**src/mapd_pkg.sv**
```systemverilog
package mapd_pkg;

    localparam int LEN_W      = 7;
    localparam int THR_W      = 16;
    localparam int CH_PORT_W  = 5;
    localparam int SMP_PORT_W = 16;
    localparam int DATA_W     = 32;
    localparam int ADDR_W     = 3;

    localparam logic REG_WINDOW    = 1'b0;
    localparam logic REG_THRESHOLD = 1'b1;

    localparam logic [LEN_W-1:0] WINDOW_RESET    = 7'd8;
    localparam logic [THR_W-1:0] THRESHOLD_RESET = 16'hFFFF;

    typedef struct packed {
        logic capture;
        logic load;
        logic hist;
        logic update;
        logic div_step;
        logic load_out;
    } mapd_cmd_t;

    typedef struct packed {
        logic in_range;
        logic result_due;
        logic out_free;
    } mapd_sts_t;

endpackage

```
**src/mapd_ctrl.sv**
```systemverilog
module mapd_ctrl
    import mapd_pkg::*;
#(
    parameter int SUM_W = 23
)
(
    input  logic      clk,
    input  logic      rst_n,
    input  logic      sample_valid,
    output logic      sample_stall,
    input  mapd_sts_t sts,
    output mapd_cmd_t cmd
);

    localparam int CNT_W = $clog2(SUM_W + 1);

    typedef enum logic [5:0] {
        S_IDLE   = 6'b000001,
        S_LOAD   = 6'b000010,
        S_HIST   = 6'b000100,
        S_UPDATE = 6'b001000,
        S_DIVIDE = 6'b010000,
        S_FINISH = 6'b100000
    } state_t;

    state_t state_reg, state_next;
    logic [CNT_W-1:0] cnt_reg, cnt_next;

    always_ff @(posedge clk or negedge rst_n)
    begin
        if (!rst_n)
        begin
            state_reg <= S_IDLE;
            cnt_reg   <= '0;
        end
        else
        begin
            state_reg <= state_next;
            cnt_reg   <= cnt_next;
        end
    end

    always_comb
    begin
        state_next = state_reg;
        cnt_next   = cnt_reg;
        cmd        = '0;
        case (state_reg)
            S_IDLE:
            begin
                cmd.capture = sample_valid;
                if (sample_valid && sts.in_range)
                begin
                    state_next = S_LOAD;
                end
            end
            S_LOAD:
            begin
                cmd.load   = 1'b1;
                state_next = S_HIST;
            end
            S_HIST:
            begin
                cmd.hist   = 1'b1;
                state_next = S_UPDATE;
            end
            S_UPDATE:
            begin
                cmd.update = 1'b1;
                cnt_next   = '0;
                state_next = sts.result_due ? S_DIVIDE : S_IDLE;
            end
            S_DIVIDE:
            begin
                cmd.div_step = 1'b1;
                cnt_next     = CNT_W'(cnt_reg + 1'b1);
                if (cnt_reg == CNT_W'(SUM_W - 1))
                begin
                    state_next = S_FINISH;
                end
            end
            S_FINISH:
            begin
                cmd.load_out = sts.out_free;
                if (sts.out_free)
                begin
                    state_next = S_IDLE;
                end
            end
            default:
            begin
                state_next = S_IDLE;
            end
        endcase
    end

    assign sample_stall = (state_reg != S_IDLE);

endmodule

```
**config.mk**
```make
export PLATFORM = sky130hd
export DESIGN_NAME = mapd_ctrl
export DESIGN_NICKNAME = d
export VERILOG_FILES = /design/src/mapd_pkg.sv /design/src/mapd_ctrl.sv
export SDC_FILE = /design/constraint.sdc
export NUM_CORES = 1
export LEC_CHECK = 0
export ABC_CLOCK_PERIOD_IN_PS = 3300
export BUFFER_PORTS_ARGS = -buffer_cell sky130_fd_sc_hd__buf_4
export CAP_MARGIN = 10
export CORE_MARGIN = 3
export CORE_UTILIZATION = 37
export CTS_BUF_LIST = sky130_fd_sc_hd__clkbuf_16
export DETAILED_ROUTE_END_ITERATION = 6
export HOLD_SLACK_MARGIN = 0.08
export SLEW_MARGIN = 20
export SYNTH_ARGS = -nofsm -noshare
export SYNTH_HDL_FRONTEND = slang
export SYNTH_SLANG_ARGS = --single-unit
export TNS_END_PERCENT = 10
```
**constraint.sdc**
```tcl
create_clock -name clk -period 3.3 [get_ports clk]
set_input_delay 0.66 -clock clk [delete_from_list [all_inputs] [get_ports clk]]
set_output_delay 0.66 -clock clk [all_outputs]
set_load 0.05 [all_outputs]
```
Yosys cells after proc, flatten, opt, wreduce, memory -nomap -nowiden. Cells that the tools add are included.

Input port bits: 6. Flip-flop bits (word level): 11. Output and inout port bits: 7.

Reduce and logical (&&, ||, !) cells: 3. Equality and inequality tests: 11. Add/sub/neg operators: 1. Mux-type cells: 12.

Operators by type and width (count): one-hot mux 6 bit (6 select lines) (1); 2-to-1 mux 6 bit (3); one-hot mux 5 bit (2 select lines) (1); equality test 6 x 1 -> 1 bit, second input constant (1); equality test 6 x 2 -> 1 bit, second input constant (1); equality test 6 x 3 -> 1 bit, second input constant (1); equality test 6 x 4 -> 1 bit, second input constant (1); equality test 6 x 5 -> 1 bit, second input constant (1); equality test 6 bit, second input constant (1); 2-to-1 mux 1 bit (6); inequality test 2 bit, second input constant (3); inequality test 6 x 1 -> 1 bit, second input constant (1); adder 5 x 1 -> 5 bit, second input constant (1); equality test 5 bit, second input constant (1); 2-to-1 mux 5 bit (1); AND reduction 3 bit (1); nonzero test 2 bit (1); logical AND 1 bit (1).

Longest topological paths before layout.
Depth in word-level cells: 3. Mapped depth: 6. Depth with buffers taken out: 6.

Worst setup path after synthesis. No wires, ideal clock.

Path kind: reg2out. From: register state_reg[4]. To: output port cmd[5] (netlist bit). Data required time: 2.640 ns. Arrival: 2.337 ns. Slack: 0.303 ns. Stages on the path, launching flop included: 5. Path through: dfrtp_1 > buf_6 > or4b_1 > or3_2 > nor2_1.

RTL lines: from (decl) (RTL line mapd_ctrl.sv:26) `state_t state_reg, state_next;`; from (signal assigned) (RTL line mapd_ctrl.sv:38) `state_reg <= state_next;`; to (decl) (RTL line mapd_ctrl.sv:12) `output mapd_cmd_t cmd`.

==> flow_metrics.env <==
export IMPL_outcome="finished, final reports clean"
export IMPL_tritonroute_pass_1_iters=2
export IMPL_met2WireLength_um=677
export IMPL_core_sq_um=1590
export IMPL_area_growth_pct=25.7
export IMPL_syn_cell_area_sq_um=667
export IMPL_power_share_sequential_pct=30.3
export IMPL_clock_skew_final_ns=0.00141
export IMPL_drt_total_wl_um=1340
export IMPL_timing_max_slew_rel_slack_pct=77.0
export IMPL_max_cap_viol_count=0
export IMPL_total_power_uw=697
export IMPL_critical_path_n_buffers_inverters=1
export IMPL_largest_reg_flops=6
export IMPL_p_switching_uw=263
export IMPL_post_dp_cell_area_sq_um=759
export IMPL_start_kind="register"
export IMPL_hold_path_class="in -> async"
export IMPL_ys_dominant_reg_cell="sky130_fd_sc_hd__dfrtp_1"
export IMPL_fmax_mhz=368
export IMPL_start_util_pct=41.8
export IMPL_synth_fp_nets=83
export IMPL_library_cell_contributing_the_largest_single_delay_on_the_critical_path="sky130_fd_sc_hd__or4b_1"
export IMPL_ctsLongestPathBuffers=2
export IMPL_cts_htree_levels=1
export IMPL_most_common_layout_cells="sky130_fd_sc_hd__buf_4 (12), sky130_fd_sc_hd__o21ai_0 (10), sky130_fd_sc_hd__dfrtp_1 (10)"
export IMPL_dp_hpwl_um=986
export IMPL_design_area_sq_um=838
export IMPL_slew_of_the_pin_with_the_lowest_slew_margin_ns=0.342
export IMPL_wl_met1_um=622
export IMPL_grt_max_degree=12
export IMPL_grt_ovfl_total=0
export IMPL_final_setup_viol_count=0
export IMPL_p_leak_nw=0.413
export IMPL_number_of_global_route_vias_before_repair=579
export IMPL_cts_buffers=3
export IMPL_timing_setup_critical_path_class="reg -> out"
export IMPL_clock_latency_reported_for_the_late_side_of_the_worst_skew_pair_ns=0.23
export IMPL_placement_rows=14
export IMPL_post_synth_inst_count=75
export IMPL_fin_crit_sh_pct=82.3
export IMPL_rsz_0062_raised_after_global_routing="no"
export IMPL_irDropWorstVdd_uv=370
export IMPL_post_cts_setup_buffers=0
export IMPL_ys_async_sr_fraction_pct=100
export IMPL_syn_avg_cell_area_sq_um=8.89
export IMPL_cts_resized_gates=0
export IMPL_num_vias=569
export IMPL_proportion_of_power_drawn_by_the_clock_network_pct=30.9
export IMPL_port_buffer_count=12
export IMPL_synth_edf_count=0
export IMPL_met3RoutedLength_um=29
export IMPL_powerDensity_nw_per_um2=832
export IMPL_cts_hold_fix_buffers=0
export IMPL_gp_congestion=0.709
export IMPL_design_die_area_sq_um=2350
export IMPL_power_frac_comb_pct=38.9
export IMPL_drive_gt1_share_pct=22.7
export IMPL_timing_setup_tns_ns=0
export IMPL_crit_path_max_incr_delay_ns=0.59
export IMPL_timing_critical_path_fanout_max=10
export IMPL_cts_num_sinks=11
export IMPL_wire_length_of_the_first_global_routing_pass_um=2410
export IMPL_synth_yosys_warnings=0
export IMPL_ios=13
export IMPL_floorplan_die_height_um=48.5
export IMPL_clock_tree_from_tritoncts="done"
export IMPL_ys_types=26
export IMPL_layout_commonest_cell="sky130_fd_sc_hd__buf_4"
export IMPL_num_antenna_cells=0
export IMPL_initial_antenna_violation_count=0
export IMPL_critPathCaptureType="primary output"
export IMPL_post_drt_wl_per_cell_um=11.9
export IMPL_power_switching_share_pct=37.7
export IMPL_drc=0
export IMPL_count_of_endpoints_failing_hold_in_the_final_timing_report=0
export IMPL_final_net_count=97
export IMPL_ys_seq_area_share_pct=41.5
export IMPL_cell_internal_power_dissipation_uw=435
export IMPL_post_drt_via_cell_ratio=5.08
export IMPL_grt_use_total_pct=12.6
export IMPL_initialDrtViolationCount=8
export IMPL_final_min_clock_period_ns=2.72
export IMPL_path_clk_slew_ns=0.04
export IMPL_worst_ep_arrival_time_ns=2.06
export IMPL_synth_seq_cells=11
export IMPL_cp_cell_sequence="or4b_1 > or3_2 > nor2_1 > buf_4"
export IMPL_clock_root_buffer="sky130_fd_sc_hd__clkbuf_16"
export IMPL_report_final_slew_viol_count=0
export IMPL_worst_ep_required_time_ns=2.64
export IMPL_path_delay_family="simple AND/OR/NAND/NOR gates"
export IMPL_topRoutingLayerUsed="met4"
export IMPL_ant_nets=0
export IMPL_die_width_um=48.5
[metal layers]
layer | vias up | track usage (%)
li1 | 298 | -
met1 | 264 | 15.4
met2 | 5 | 22.5
met3 | 2 | 2.15
met4 | 0 | 4.27
met5 | - | 0
[power by group through the flow]
| stage | registers (mW) | clock network, mW | logic (mW) |
|---|---|---|---|
| after floorplan | 0.201 | 0 | 0.214 |
| after global placement | 0.211 | 0 | 0.273 |
| after detailed placement | 0.212 | 0 | 0.272 |
| after CTS | 0.211 | 0.218 | 0.275 |
| after global routing | 0.217 | 0.227 | 0.305 |
| final | 0.211 | 0.215 | 0.271 |
[path summary, 6_finish.rpt]
kind	from	to	slack [ns]	cells past startpoint
worst min-delay path	rst_n	cnt_reg[1]	0.25	1
max in group asynchronous	rst_n	state_reg[0]	2.82	1
worst max register to register	state_reg[4]	state_reg[5]	1.47	4
worst min register to register	cnt_reg[1]	cnt_reg[1]	0.56	2
worst max-delay path	state_reg[4]	cmd[5]	0.58	4
min in group clk	cnt_reg[1]	cnt_reg[1]	0.56	2
[stage by stage]
step	utilization (%)	hold WS, ns	worst slack, ns	instances
final	52.6	0.252	0.584	112
after detailed placement	47.6	0.502	0.832	108
after CTS	52.6	0.258	0.573	112
after floorplan	-	0.364	0.303	75
after global routing	52.6	0.258	0.449	112
after global placement	47.6	0.502	0.850	108
[synthesized netlist by cell type (2+ instances only)]
cell / n / area, sq um
sky130_fd_sc_hd__xor2_1: 3 / 26.3
sky130_fd_sc_hd__nor3_1: 4 / 20.0
sky130_fd_sc_hd__inv_1: 6 / 22.5
sky130_fd_sc_hd__nand3_1: 7 / 35.0
sky130_fd_sc_hd__dfrtp_1: 10 / 250
sky130_fd_sc_hd__nor2_1: 7 / 26.3
sky130_fd_sc_hd__nand4b_1: 2 / 17.5
sky130_fd_sc_hd__a21oi_1: 4 / 20.0
sky130_fd_sc_hd__o21ai_0: 10 / 50.1
sky130_fd_sc_hd__nand2_1: 2 / 7.51
sky130_fd_sc_hd__ha_1: 2 / 25.0
sky130_fd_sc_hd__o211ai_1: 2 / 15.0
sky130_fd_sc_hd__and3_1: 2 / 12.5
sky130_fd_sc_hd__buf_6: 2 / 22.5
[worst reg2reg max path: stages, from the launching register on]
cell and delay, ns:
sky130_fd_sc_hd__dfrtp_1 0.46, sky130_fd_sc_hd__or4b_1 0.59, sky130_fd_sc_hd__a2111o_1 0.43, sky130_fd_sc_hd__nand3_1 0.11
sky130_fd_sc_hd__o21ai_0 0.10
[kinds of logic after synthesis]
kind of cell / count (synthesis) / share of synthesized area (%)
xor+xnor: 3 / 3.94
flops: 11 / 41.5
compound gates: 18 / 15.4
simple gates: 31 / 27.2
buf+inv: 10 / 8.25
fa+ha+maj: 2 / 3.75
[layout make-up]
| type | count | area, sq um |
|---|---|---|
| clock buffers | 3 | 75.1 |
| well taps | 24 | 30.0 |
| clock inverters | 1 | 3.75 |
| repair buffers | 12 | 90.1 |
| inverters | 7 | 27.5 |
| flip-flops and latches | 11 | 277 |
| fillers | 148 | 756 |
| multi-input cells | 54 | 335 |
Power figures use the tool's default switching activity.
